[src/hjg_pkg.sv]
// ----------------------------------------------------------------------------
// hjg_pkg - shared constants and types for the Halton jitter generator
// Widths, the base-3 reciprocal and the cell payload structs.
// ----------------------------------------------------------------------------
`default_nettype none

package hjg_pkg;

  // Index width and number of fraction bits of the jitter values.
  localparam int INDEX_BITS  = 16;
  localparam int FRAC_BITS   = 24;

  // Output field width, fixed.
  localparam int OUT_BITS    = 24;

  // Ternary digits taken from the index, and the matching denominator 3^20.
  localparam int TERN_DIGITS = 20;
  localparam int TNUM_W      = 32;
  localparam logic [TNUM_W-1:0] TERN_DEN = 32'd3486784401;

  // Width used to centre a quotient before it wraps into OUT_BITS.
  localparam int CENTRE_W    = (FRAC_BITS > OUT_BITS) ? FRAC_BITS : OUT_BITS;

  // ceil(2^(INDEX_BITS+1) / 3): exact divide by three for any INDEX_BITS-bit value.
  localparam logic [INDEX_BITS-1:0] RECIP3 =
      INDEX_BITS'(((64'd1 << (INDEX_BITS + 1)) + 64'd2) / 64'd3);

  // Payload handed along the digit-extraction cells.
  typedef struct packed {
    logic [INDEX_BITS-1:0] v;     // index still to be split into digits
    logic [TNUM_W-1:0]     tnum;  // mirrored ternary numerator so far
    logic [OUT_BITS-1:0]   jx;    // finished x value, carried in step
  } tern_t;

  // Payload handed along the long-division cells.
  typedef struct packed {
    logic [TNUM_W-1:0]    rem;    // partial remainder, below TERN_DEN
    logic [FRAC_BITS-1:0] q;      // quotient bits so far
    logic [OUT_BITS-1:0]  jx;     // finished x value, carried in step
  } div_t;

endpackage

`default_nettype wire

[src/hjg_div_cell.sv]
// ----------------------------------------------------------------------------
// hjg_div_cell - one restoring division step
// Doubles the remainder, subtracts 3^20 where it fits, shifts in a quotient bit.
// ----------------------------------------------------------------------------
`default_nettype none

module hjg_div_cell (
  input  wire logic          clk_i,
  input  wire logic          rst_ni,
  input  wire logic          en_i,
  input  wire logic          valid_i,
  input  wire hjg_pkg::div_t data_i,
  output logic               valid_o,
  output hjg_pkg::div_t      data_o
);

  logic [hjg_pkg::TNUM_W:0] dbl;
  logic                     fits;
  logic                     valid_q;
  hjg_pkg::div_t            data_d, data_q;

  always_comb begin
    dbl  = {data_i.rem, 1'b0};
    fits = (dbl >= {1'b0, hjg_pkg::TERN_DEN});
    data_d.rem = fits ? hjg_pkg::TNUM_W'(dbl - {1'b0, hjg_pkg::TERN_DEN})
                      : hjg_pkg::TNUM_W'(dbl);
    data_d.q   = {data_i.q[hjg_pkg::FRAC_BITS-2:0], fits};
    data_d.jx  = data_i.jx;
  end

  always_ff @(posedge clk_i or negedge rst_ni) begin
    if (!rst_ni) begin
      valid_q <= 1'b0;
    end else if (en_i) begin
      valid_q <= valid_i;
    end
  end

  always_ff @(posedge clk_i) begin
    if (en_i) begin
      data_q <= data_d;
    end
  end

  assign valid_o = valid_q;
  assign data_o  = data_q;

endmodule

`default_nettype wire

[config.mk]
export PLATFORM = sky130hd
export DESIGN_NAME = hjg_div_cell
export DESIGN_NICKNAME = d
export VERILOG_FILES = /design/src/hjg_pkg.sv /design/src/hjg_div_cell.sv
export SDC_FILE = /design/constraint.sdc
export NUM_CORES = 1
export LEC_CHECK = 0
export ABC_CLOCK_PERIOD_IN_PS = 2000
export BUFFER_PORTS_ARGS = -buffer_cell sky130_fd_sc_hd__buf_2
export CAP_MARGIN = 25
export CORE_AREA = 2 2 85 87
export CTS_BUF_LIST = sky130_fd_sc_hd__clkbuf_4 sky130_fd_sc_hd__clkbuf_8
export CTS_CLUSTER_DIAMETER = 80
export DETAILED_ROUTE_END_ITERATION = 16
export DIE_AREA = 0 0 87 89
export MAX_ROUTING_LAYER = met4
export PLACE_DENSITY = 0.85
export SETUP_SLACK_MARGIN = 0.5
export SYNTH_ARGS = -nofsm -noshare
export SYNTH_HDL_FRONTEND = slang
export SYNTH_SLANG_ARGS = --single-unit
[constraint.sdc]
create_clock -name clk_i -period 2 [get_ports clk_i]
set_clock_uncertainty 0.15 [all_clocks]
set_input_delay 0.3 -clock clk_i [delete_from_list [all_inputs] [get_ports clk_i]]
set_output_delay 0.3 -clock clk_i [all_outputs]
set_load 0.03 [all_outputs]
Word level (Yosys, flattened, before mapping)

Cells that the tools add are included.

Output and inout port bits: 81
Register bits: 81

Magnitude comparators: 1
Add/sub/neg operators: 1
Muxes and demuxes: 1

Operator list:

| operator                 | number |
|---|---|
| $ge A33 B32 Y1 const B   | 1 |
| $mux W32                 | 1 |
| $sub A32 B32 Y32 const B | 1 |

Depth between registers and ports, before layout

Depth in word-level cells: 2
Depth in mapped cells: 10

Worst setup path before layout

No wires, ideal clock.

Path type: input -> register
Start point: input data_i[66] in the netlist's numbering
End point: register data_q, in the netlist data_o[54] (data pin)
Setup slack: -0.302 ns
Path buffers: 2
Required time: 1.592 ns
Stages on the path: 8
Library setup time: 0.258 ns
Data arrival time: 1.895 ns
Cell sequence: buf_2 > nand4bb_1 > or3_1 > o41a_4 > clkinv_2 > buf_6 > nand3b_1 > xnor2_1

RTL lines:

| element              | RTL line           | text |
|---|---|---|
| start, declared      | hjg_div_cell.sv:12 | `input wire hjg_pkg::div_t data_i,` |
| end signal, assigned | hjg_div_cell.sv:41 | `data_q <= data_d;` |
| end, declared        | hjg_div_cell.sv:20 | `hjg_pkg::div_t data_d, data_q;` |

==> results.md <==
- Crit path to: data_o[58]
- FF-to-FF End: valid_o
- CTS tree: yes
- Via Count: 3422
- DRT Wirelength: 13900 µm
- Io pins: 165
- H-tree depth: 3
- PwrDens: 751 mW/mm²
- Period utilization: 1.04
- Die footprint: 0.00774 mm²
- Largest net degree at the start of global routing: 32
- CTS Buf Count: 9
- Max rail drop VDD: 0.000465 V
- Layout cells sized above 1: 0.612
- Commonest cells in the synthesized netlist: 80 x edfxtp_1, 17 x xnor2_1, 13 x xor2_1
- Async SR Flop Fraction: 0.0123
- CP max stage delay: 580 ps
- Setup violations, final: 2
- Largest fanout on the critical path: 7
- RD Place Congestion: 0.876
- Clock Path Buffers: 2
- Arrival time of the worst setup path: 2120 ps
- Row count: 30
- Max Slew Vio Count: 0
- RSZ-0062 raised after global routing: yes
- Clk root buf: clkbuf_8
- Hold path start: valid_i
- Worst EP required: 2040 ps
- Final #Nets: 600
- Syn_area_per_cell: 15.7 µm²
- Fillers: 262
- Top_reg_cell synth: edfxtp_1
- First-pass GRT wire length: 18500 µm
- Antenna-violating nets left: 0
- Sequential area share after synthesis: 0.724
- Leak: 0.00255 µW
- Crit path launch type: input pin
- Count leader, synth: edfxtp_1
- Setup TNS: -122 ps
- Die X: 87 µm
- Status: finished with violations
- Sink Count: 81
- Crit-path cells: buf_12 -> inv_12 -> ha_4 -> nand2b_4 -> a211o_1 -> a21oi_2 -> o41a_4 -> buf_8 -> buf_6 -> nor2_4 -> xor2_1
- Iter 0 DRT Violations: 342
- #FFs+latches synth: 81
- Overall Power: 4510 µW
- Min Tclk post-route: 2080 ps
- Clk_lat worst skew: 340 ps
- Hold Slack: 62.8 ps
- Vias/cell: 5.69
- Die Y: 89 µm
- Cells after Synth: 213
- Synth Cell Area: 0.00335 mm²
- Core Util, Final: 0.893
- Synth unique cells: 47
- Core area: 0.00672 mm²
- Setup slack at placement: -422 ps
- Syn_nets: 298
- R2R setup slack: 1070 ps
- Yosys top cell area share: 0.717
- R2R cell count: 1
- Slew headroom: 0.615
- Initial core utilization: 0.499
- Synth area leaders: edfxtp_1 72%, xnor2_1 4.4%, xor2_1 3.4%
- WL per Instance: 23.2 µm
- Total grt overflow: 0
- Violated checks: setup timing
- Port Buffers: 163
- Final hold vios: 0
- Hold crit path type: input pin to flop
- Reg-to-reg startpoint: valid_o
- Pre-Repair DR Iteration Count: 5
- Highest clock rate: 480 MHz
- Area leader, netlist: edfxtp_1
- Ys Warns: 0
- Drt drc: 0
- Slowest library cell on the worst path: o41a_4
- Area grow syn2layout: 79.1%
- HPWL after DPL: 7190 µm
- Max-Cap Viols: 0
- CTS clk-pin slew, worst paths: 100 ps
- Worst setup margin: -82.4 ps
- Slew at the pin with the worst max-slew slack: 572 ps
- CP endpoint kind: flop
- Initial antenna violation count: 1
- Crit Path Class: input pin to flop
- Vias in the first global route: 3430
- Post-synth EDFFs: 80
- Setup crit start: data_i[48]
- All-Layer GR Usage: 0.340
## what timing repair did
item | in CTS | in global routing
resized for setup | 42 | 34
hold endpoints to repair | 48 | 0
pin swaps | 13 | 10
hold buffers | 48 | 0
endpoints found under the setup margin | 33 | 34
buffers inserted | 7 | 9
cloned | 1 | 0
## layout by cell type (no fill, tap or decap), drive strengths merged, types with 3 or more instances in the layout
master,instances
a21oi,6
clkbuf,10
nor4,3
nor3,11
nand3,7
xor2,13
buf,248
inv,6
o21ai,6
xnor2,17
o31ai,4
nor2,11
edfxtp,80
clkinv,3
nand2,12
dlygate4sd3,48
## worst max-delay path, delay by kind of cell
kind,cells,cell delay (ps)
buffers and inverters,4,410
adders and majority gates,1,160
and+or+nand+nor,2,210
xor gates and xnor gates,1,210
AOI/OAI and AO/OA,3,810
## state kept, by name, summed over array words and instances, names as in the netlist
| name | count |
|---|---|
| valid_o | 1 |
| data_o | 80 |
## layer usage
layer	track usage	wire [µm]	up-vias
met5	-	0	-
met3	0.0674	1310	66
li1	-	-	1428
met2	0.582	6930	288
met4	0.197	729	0
met1	0.369	4960	1640
## final cells by class
| cell class | instances | area [µm²] | share of cell area |
|---|---|---|---|
| Multi-Input combinational cell | 122 | 1190 | 0.198 |
| Timing Repair inverter | 1 | 11.3 | 0.00188 |
| Clock buffer | 10 | 131 | 0.0219 |
| Tap cell | 80 | 100 | 0.0167 |
| Inverter | 4 | 45.0 | 0.00750 |
| Timing Repair Buffer | 296 | 2030 | 0.338 |
| Antenna cell | 1 | 2.50 | 0.000417 |
| Clock inverter | 6 | 65.1 | 0.0108 |
| Sequential cell | 81 | 2430 | 0.404 |
## power by group
group	leakage (µW)	internal [µW]	switching (µW)
registers	0.000795	2050	59.3
clock network	0.000100	597	659
logic	0.00165	443	705
total	0.00255	3090	1420
## cell families (layout without fill, tap and decap cells)
| kind of cell | Yosys count | count (layout) | share of synthesized area |
|---|---|---|---|
| flip-flops | 81 | 81 | 0.724 |
| AND/OR/NAND/NOR | 58 | 58 | 0.0937 |
| AO/OA/AOI/OAI | 32 | 32 | 0.0791 |
| XOR/XNOR | 30 | 30 | 0.0784 |
| buffers and inverters | 10 | 317 | 0.0175 |
| adder cells (fa/ha/maj) | 1 | 1 | 0.00373 |
| multiplexers | 1 | 1 | 0.00336 |
| other | 0 | 1 | 0 |
## through the flow
| step | instance area, µm² | instances |
|---|---|---|
| floorplan | 3450 | 213 |
| global route | 6000 | 601 |
| CTS | 5790 | 591 |
| detailed placement | 4840 | 519 |
| finish | 6000 | 601 |
| global placement | 4840 | 519 |
## worst min path at each step
stage                          to  slack [ps]  depth (start not counted)
after floorplan           valid_o        -150                          0
after global placement    valid_o         -70                          1
after detailed placement  valid_o         -70                          1
after CTS                 valid_o          50                          2
after global routing      valid_o          50                          2
final                     valid_o          60                          2
(Power assumes the default switching activity.)
