File: config.mk
export PLATFORM = sky130hd
export DESIGN_NAME = hjg_tern_cell
export DESIGN_NICKNAME = d
export VERILOG_FILES = /design/src/hjg_pkg.sv /design/src/hjg_tern_cell.sv
export SDC_FILE = /design/constraint.sdc
export NUM_CORES = 1
export LEC_CHECK = 0
export BUFFER_PORTS_ARGS = -buffer_cell sky130_fd_sc_hd__buf_2
export CORE_ASPECT_RATIO = 1.4
export CORE_MARGIN = 2
export CORE_UTILIZATION = 25
export CTS_CLUSTER_SIZE = 8
export DETAILED_ROUTE_END_ITERATION = 7
export PLACE_DENSITY = 0.45
export SETUP_SLACK_MARGIN = 0.15
export SLEW_MARGIN = 20
export SYNTH_ARGS = -nofsm -noshare
export SYNTH_HDL_FRONTEND = slang
export SYNTH_SLANG_ARGS = --single-unit
File: constraint.sdc
create_clock -name clk_i -period 1.5 [get_ports clk_i]
set_input_delay 0.3 -clock clk_i [delete_from_list [all_inputs] [get_ports clk_i]]
set_output_delay 0.3 -clock clk_i [all_outputs]
set_load 0.02 [all_outputs]
File: src/hjg_pkg.sv
// ----------------------------------------------------------------------------
// hjg_pkg - shared constants and types for the Halton jitter generator
// Widths, the base-3 reciprocal and the cell payload structs.
// ----------------------------------------------------------------------------
`default_nettype none

package hjg_pkg;

  // Index width and number of fraction bits of the jitter values.
  localparam int INDEX_BITS  = 16;
  localparam int FRAC_BITS   = 24;

  // Output field width, fixed.
  localparam int OUT_BITS    = 24;

  // Ternary digits taken from the index, and the matching denominator 3^20.
  localparam int TERN_DIGITS = 20;
  localparam int TNUM_W      = 32;
  localparam logic [TNUM_W-1:0] TERN_DEN = 32'd3486784401;

  // Width used to centre a quotient before it wraps into OUT_BITS.
  localparam int CENTRE_W    = (FRAC_BITS > OUT_BITS) ? FRAC_BITS : OUT_BITS;

  // ceil(2^(INDEX_BITS+1) / 3): exact divide by three for any INDEX_BITS-bit value.
  localparam logic [INDEX_BITS-1:0] RECIP3 =
      INDEX_BITS'(((64'd1 << (INDEX_BITS + 1)) + 64'd2) / 64'd3);

  // Payload handed along the digit-extraction cells.
  typedef struct packed {
    logic [INDEX_BITS-1:0] v;     // index still to be split into digits
    logic [TNUM_W-1:0]     tnum;  // mirrored ternary numerator so far
    logic [OUT_BITS-1:0]   jx;    // finished x value, carried in step
  } tern_t;

  // Payload handed along the long-division cells.
  typedef struct packed {
    logic [TNUM_W-1:0]    rem;    // partial remainder, below TERN_DEN
    logic [FRAC_BITS-1:0] q;      // quotient bits so far
    logic [OUT_BITS-1:0]  jx;     // finished x value, carried in step
  } div_t;

endpackage

`default_nettype wire

File: src/hjg_tern_cell.sv
// ----------------------------------------------------------------------------
// hjg_tern_cell - one ternary digit step
// Splits off the lowest base-3 digit and appends it to the mirrored numerator.
// ----------------------------------------------------------------------------
`default_nettype none

module hjg_tern_cell (
  input  wire logic          clk_i,
  input  wire logic          rst_ni,
  input  wire logic          en_i,
  input  wire logic          valid_i,
  input  wire hjg_pkg::tern_t data_i,
  output logic               valid_o,
  output hjg_pkg::tern_t     data_o
);

  logic [2*hjg_pkg::INDEX_BITS-1:0] prod;
  logic [hjg_pkg::INDEX_BITS-1:0]   quot;
  logic [hjg_pkg::INDEX_BITS-1:0]   back;
  logic [1:0]                       digit;
  logic                             valid_q;
  hjg_pkg::tern_t                   data_d, data_q;

  always_comb begin
    prod  = {{hjg_pkg::INDEX_BITS{1'b0}}, data_i.v}
          * {{hjg_pkg::INDEX_BITS{1'b0}}, hjg_pkg::RECIP3};
    quot  = hjg_pkg::INDEX_BITS'(prod >> (hjg_pkg::INDEX_BITS + 1));
    back  = (quot << 1) + quot;
    digit = 2'(data_i.v - back);
    data_d.v    = quot;
    data_d.tnum = (data_i.tnum << 1) + data_i.tnum
                + {{(hjg_pkg::TNUM_W-2){1'b0}}, digit};
    data_d.jx   = data_i.jx;
  end

  always_ff @(posedge clk_i or negedge rst_ni) begin
    if (!rst_ni) begin
      valid_q <= 1'b0;
    end else if (en_i) begin
      valid_q <= valid_i;
    end
  end

  always_ff @(posedge clk_i) begin
    if (en_i) begin
      data_q <= data_d;
    end
  end

  assign valid_o = valid_q;
  assign data_o  = data_q;

endmodule

`default_nettype wire

### After elaboration in Yosys (flattened, before gate mapping)

Index checks and enable logic that the tools add are counted.

| cells by class | value |
|---|---|
| $add $sub $neg | 4 |
| $mul | 1 |

Operators by type and width:

| operator | count |
|---|---|
| $add A32 B2 Y32 | 1 |
| $add A32 B32 Y32 | 1 |
| $mul A16 B16 Y32 const B | 1 |
| $add A2 B2 Y2 | 1 |
| $sub A2 B2 Y2 | 1 |

| storage, ports and cells | value |
|---|---|
| register bits after elaboration | 72 |
| input port bits | 76 |
| word-level logic and storage cells | 9 |

### Longest topological paths before layout

| depth | value |
|---|---|
| depth after elaboration | 4 |
| depth in mapped cells | 35 |
| gate-level depth less buffers | 35 |

### Least setup slack after synthesis

Ideal clock, no wire load.

| timing path | value |
|---|---|
| kind | input port to flip-flop |
| start point | input port data_i[65] (netlist bit) |
| end point | register data_q, in the netlist data_o[53] (data pin) |
| setup time | 0.258 ns |
| arrival time | 7.541 ns |
| required time | 1.242 ns |
| path slack | -6.299 ns |
| stages on the path | 35 |
| path buffers | 0 |
| path through | ha_1 -> ha_1 -> fa_1 -> inv_1 -> fa_1 -> inv_1 -> fa_1 -> inv_1 -> fa_1 -> inv_1 -> ha_1 -> o2111ai_1 -> a21oi_1 -> a211o_1 -> nand3_1 -> nand2_1 -> a31oi_1 -> xnor2_1 -> ha_1 -> xnor2_1 -> xnor2_1 -> xnor2_1 -> fa_1 -> inv_1 -> ha_1 -> fa_1 -> a211oi_1 -> o21ai_0 -> nand3_1 -> a21oi_1 -> nand4_1 -> a21oi_1 -> a311o_1 -> o41a_1 -> xor2_1 |

RTL lines:

| element | line | RTL |
|---|---|---|
| from (decl) | hjg_tern_cell.sv:12 | `input wire hjg_pkg::tern_t data_i,` |
| to (signal assigned) | hjg_tern_cell.sv:46 | `data_q <= data_d;` |
| to (decl) | hjg_tern_cell.sv:22 | `hjg_pkg::tern_t data_d, data_q;` |

==> metrics.txt <==
status finished with violations; failing checks setup timing; vias in the first global route 7151; Worst Skew 0 ns; CTS Sinks between 70 and 80; Cell Count, Final, Fillers Out between 1500 and 2000; fillcell total around 3400; Final HPWL DP between 15000 and 20000 um; Critical Path Most Common Cell fa_1; # IOs 149; Synth cell types 48; CP Launch Point data_i[65]; Setup crit end kind register; layout cells sized above 1 0.417; crit path buf inv count 8; Area growth syn-to-layout 47.1%; via count between 6000 and 7000; Async SR Flop Fraction 0.0139; final wirelength roughly 22000 um; drt wl/cell ~14 um; slowest stage delay, CP 0.52 ns; sequential area share after synthesis 0.256; Initial DRT Pass Iterations 4; Die Wd around 160 um; hold path cells 1; Reg2Reg Setup Slack 0.77 ns; largest net degree at the start of global routing 19; Layout Utilization 0.373; Mapped Cells about 760; H-tree lvl count 3; Final Hold Viols 0; RSZ-0062 raised after global routing yes; drt drc 0; core region area around 0.033 mm2; post-placement cell count between 1500 and 2000; largest buffer count on any clock path 2; antenna fix cells 0; Vias/cell 4.16; syn avg cell area 11.0 um2; Pwr Total 30.8 mW; hold crit path type input port to register; synthesized flop and latch total between 70 and 80; grt ovf 0; Netlist Area Pre-Place 0.00843 mm2; Worst VDD drop between 2 and 3 mV; CP max stage cell fa_1; Setup Viol. Count Final 47; initial antenna violation count 0; fmax 0.137 GHz; slew margin rel. 0.560; Final WS setup -5.79 ns; CP Launch Type input port; first-pass GRT wire length ~36000 um; num rows 79; Setup CP Type input port to register; Main synth FF type edfxtp_1; CTS root buffer clkbuf_16; Synth Net Count 1108; DRT antenna net count 0; reg2reg end valid_o; hold path startpoint data_i[17]; worst hold slack 0.122 ns; FF-to-FF path depth 1; Die Ht roughly 220 um; TritonCTS clock tree built; post-route minimum period about 7.3 ns; 1st-iter DRT viols around 180; Max Cap Viol 0; CP arrival 7.39 ns; Post-synth EDFFs between 70 and 80; final worst path period share 4.86; worst-skew pair later-pin latency about 0.34 ns; Initial Utilization 0.254; Least-Margin Pin Slew 0.652 ns; PortBufs 147; Crit Reg-Reg Startpoint valid_o; Worst Hold Path EP data_o[17]; Power Dens Cells between 2000 and 2500 mW/mm2; final net count approximately 1500; Clock transition at path regs 0.06 ns; Worst Path Required between 1.5 and 2 ns; Max FO, Critical Path 3; GPL Wtd Cong approximately 0.87; Leak between 6 and 7 nW; crit-path leading delay family adder cells; CTS Buf Count 9; fin. max-slew vios 0; Die Area 0.0352 mm2; Synthesis Warnings 0; gr usage total 0.129
-- kinds of logic after synthesis --
family / share of synthesized area
muxes: 0.00134
and+or+nand+nor: 0.0511
DFF: 0.256
adders and majority gates: 0.471
xor gates and xnor gates: 0.0582
AOI/OAI and AO/OA: 0.0900
buffers and inverters: 0.0726
other: 0.000445
-- power breakdown --
group / switching, mW / leakage [nW] / internal [mW]
clock: 0.854 / 0.164 / 1.64
sequential: 0.138 / 0.706 / 3.62
combinational: 11.7 / 5.40 / 12.9
total: 12.7 / 6.27 / 18.1
-- state kept, by name, indices dropped and copies added, names as in the netlist --
signal / flops
valid_o: 1
data_o: 71
-- synth_stat cells (2+ instances only) --
library cell	count	area [um2]
and2_1	4	25.0
nand2_1	32	120
a21o_1	22	165
inv_1	156	586
a21oi_1	29	145
xor2_1	23	201
ha_1	189	2360
a211oi_1	3	22.5
o31a_1	2	17.5
a211o_1	3	26.3
a311oi_1	3	26.3
o21bai_1	4	30.0
o21ai_1	2	10.0
nor2_1	24	90.1
a21boi_0	2	15.0
nand3_1	7	35.0
nor3_1	4	20.0
a31o_2	2	17.5
o21ai_0	16	80.1
and3_1	9	56.3
o21a_1	8	60.1
a31oi_1	3	18.8
nor2b_1	6	37.5
clkbuf_1	2	7.51
fa_1	80	1600
edfxtp_1	71	2130
xnor2_1	33	289
nand4_1	4	25.0
-- how the worst max path moves through the flow --
stage	slack [ns]	to	cells after the start
after detailed placement	-6.47	data_o[53]	34
final	-5.79	data_o[53]	35
after global placement	-6.30	data_o[53]	36
after global routing	-6.12	data_o[53]	35
after floorplan	-5.92	data_o[53]	35
after CTS	-5.83	data_o[53]	36
-- stage by stage --
stage | setup TNS, ns | instance area, um2 | worst slack, ns
final | -215.06 | 12400 | -5.79
after CTS | -214.75 | 12100 | -5.83
after global routing | -228.00 | 12400 | -6.12
after detailed placement | -242.01 | 11400 | -6.47
after global placement | -236.74 | 11400 | -6.30
after floorplan | -209.40 | 8640 | -5.92
-- placed cells by master, fill, tap and decap left out, types with 4 or more instances in the layout --
master	Yosys	final
nand3_2	0	4
a21oi_2	1	15
nor3_1	4	4
ha_1	189	162
o21a_1	8	7
nor2_1	24	21
nand4_1	4	4
o21ai_0	16	11
xor2_1	23	20
xnor2_1	33	29
clkbuf_16	0	9
a21o_1	22	22
nor2b_1	6	5
edfxtp_1	71	71
nand2_1	32	27
ha_4	0	24
fa_1	80	74
xnor2_2	0	4
buf_2	0	139
o21ai_2	0	5
and3_1	9	7
inv_2	0	8
a21oi_1	29	14
buf_6	1	14
inv_1	156	148
buf_4	1	192
fa_2	0	6
nand2_2	0	5
-- area by class of cell --
cell class / instances / area (um2) / area share
clock buffers: 10 / 229 / 0.0185
inverters: 156 / 586 / 0.0472
repair buffers: 350 / 2380 / 0.192
well taps: 445 / 557 / 0.0449
flip-flops and latches: 72 / 2160 / 0.174
multi-input cells: 531 / 6370 / 0.514
clock inverters: 6 / 115 / 0.00929
-- layer usage --
layer / part of all wire / up-vias / wire length [um] / global-route usage
met5: 0 / - / 0 / 0
met4: 0.014 / 0 / 318 / 0.0364
met3: 0.029 / 17 / 645 / 0.0189
met2: 0.56 / 109 / 12400 / 0.258
met1: 0.39 / 3102 / 8640 / 0.139
li1: - / 3302 / - / -
-- timing repair --
item,in CTS,in global routing
hold buffers,1,0
pin swaps,28,30
hold endpoints to repair,1,0
setup buffers,6,8
endpoints found under the setup margin,47,47
resized for setup,61,49
No activity file was read; power rests on OpenSTA's default activity.
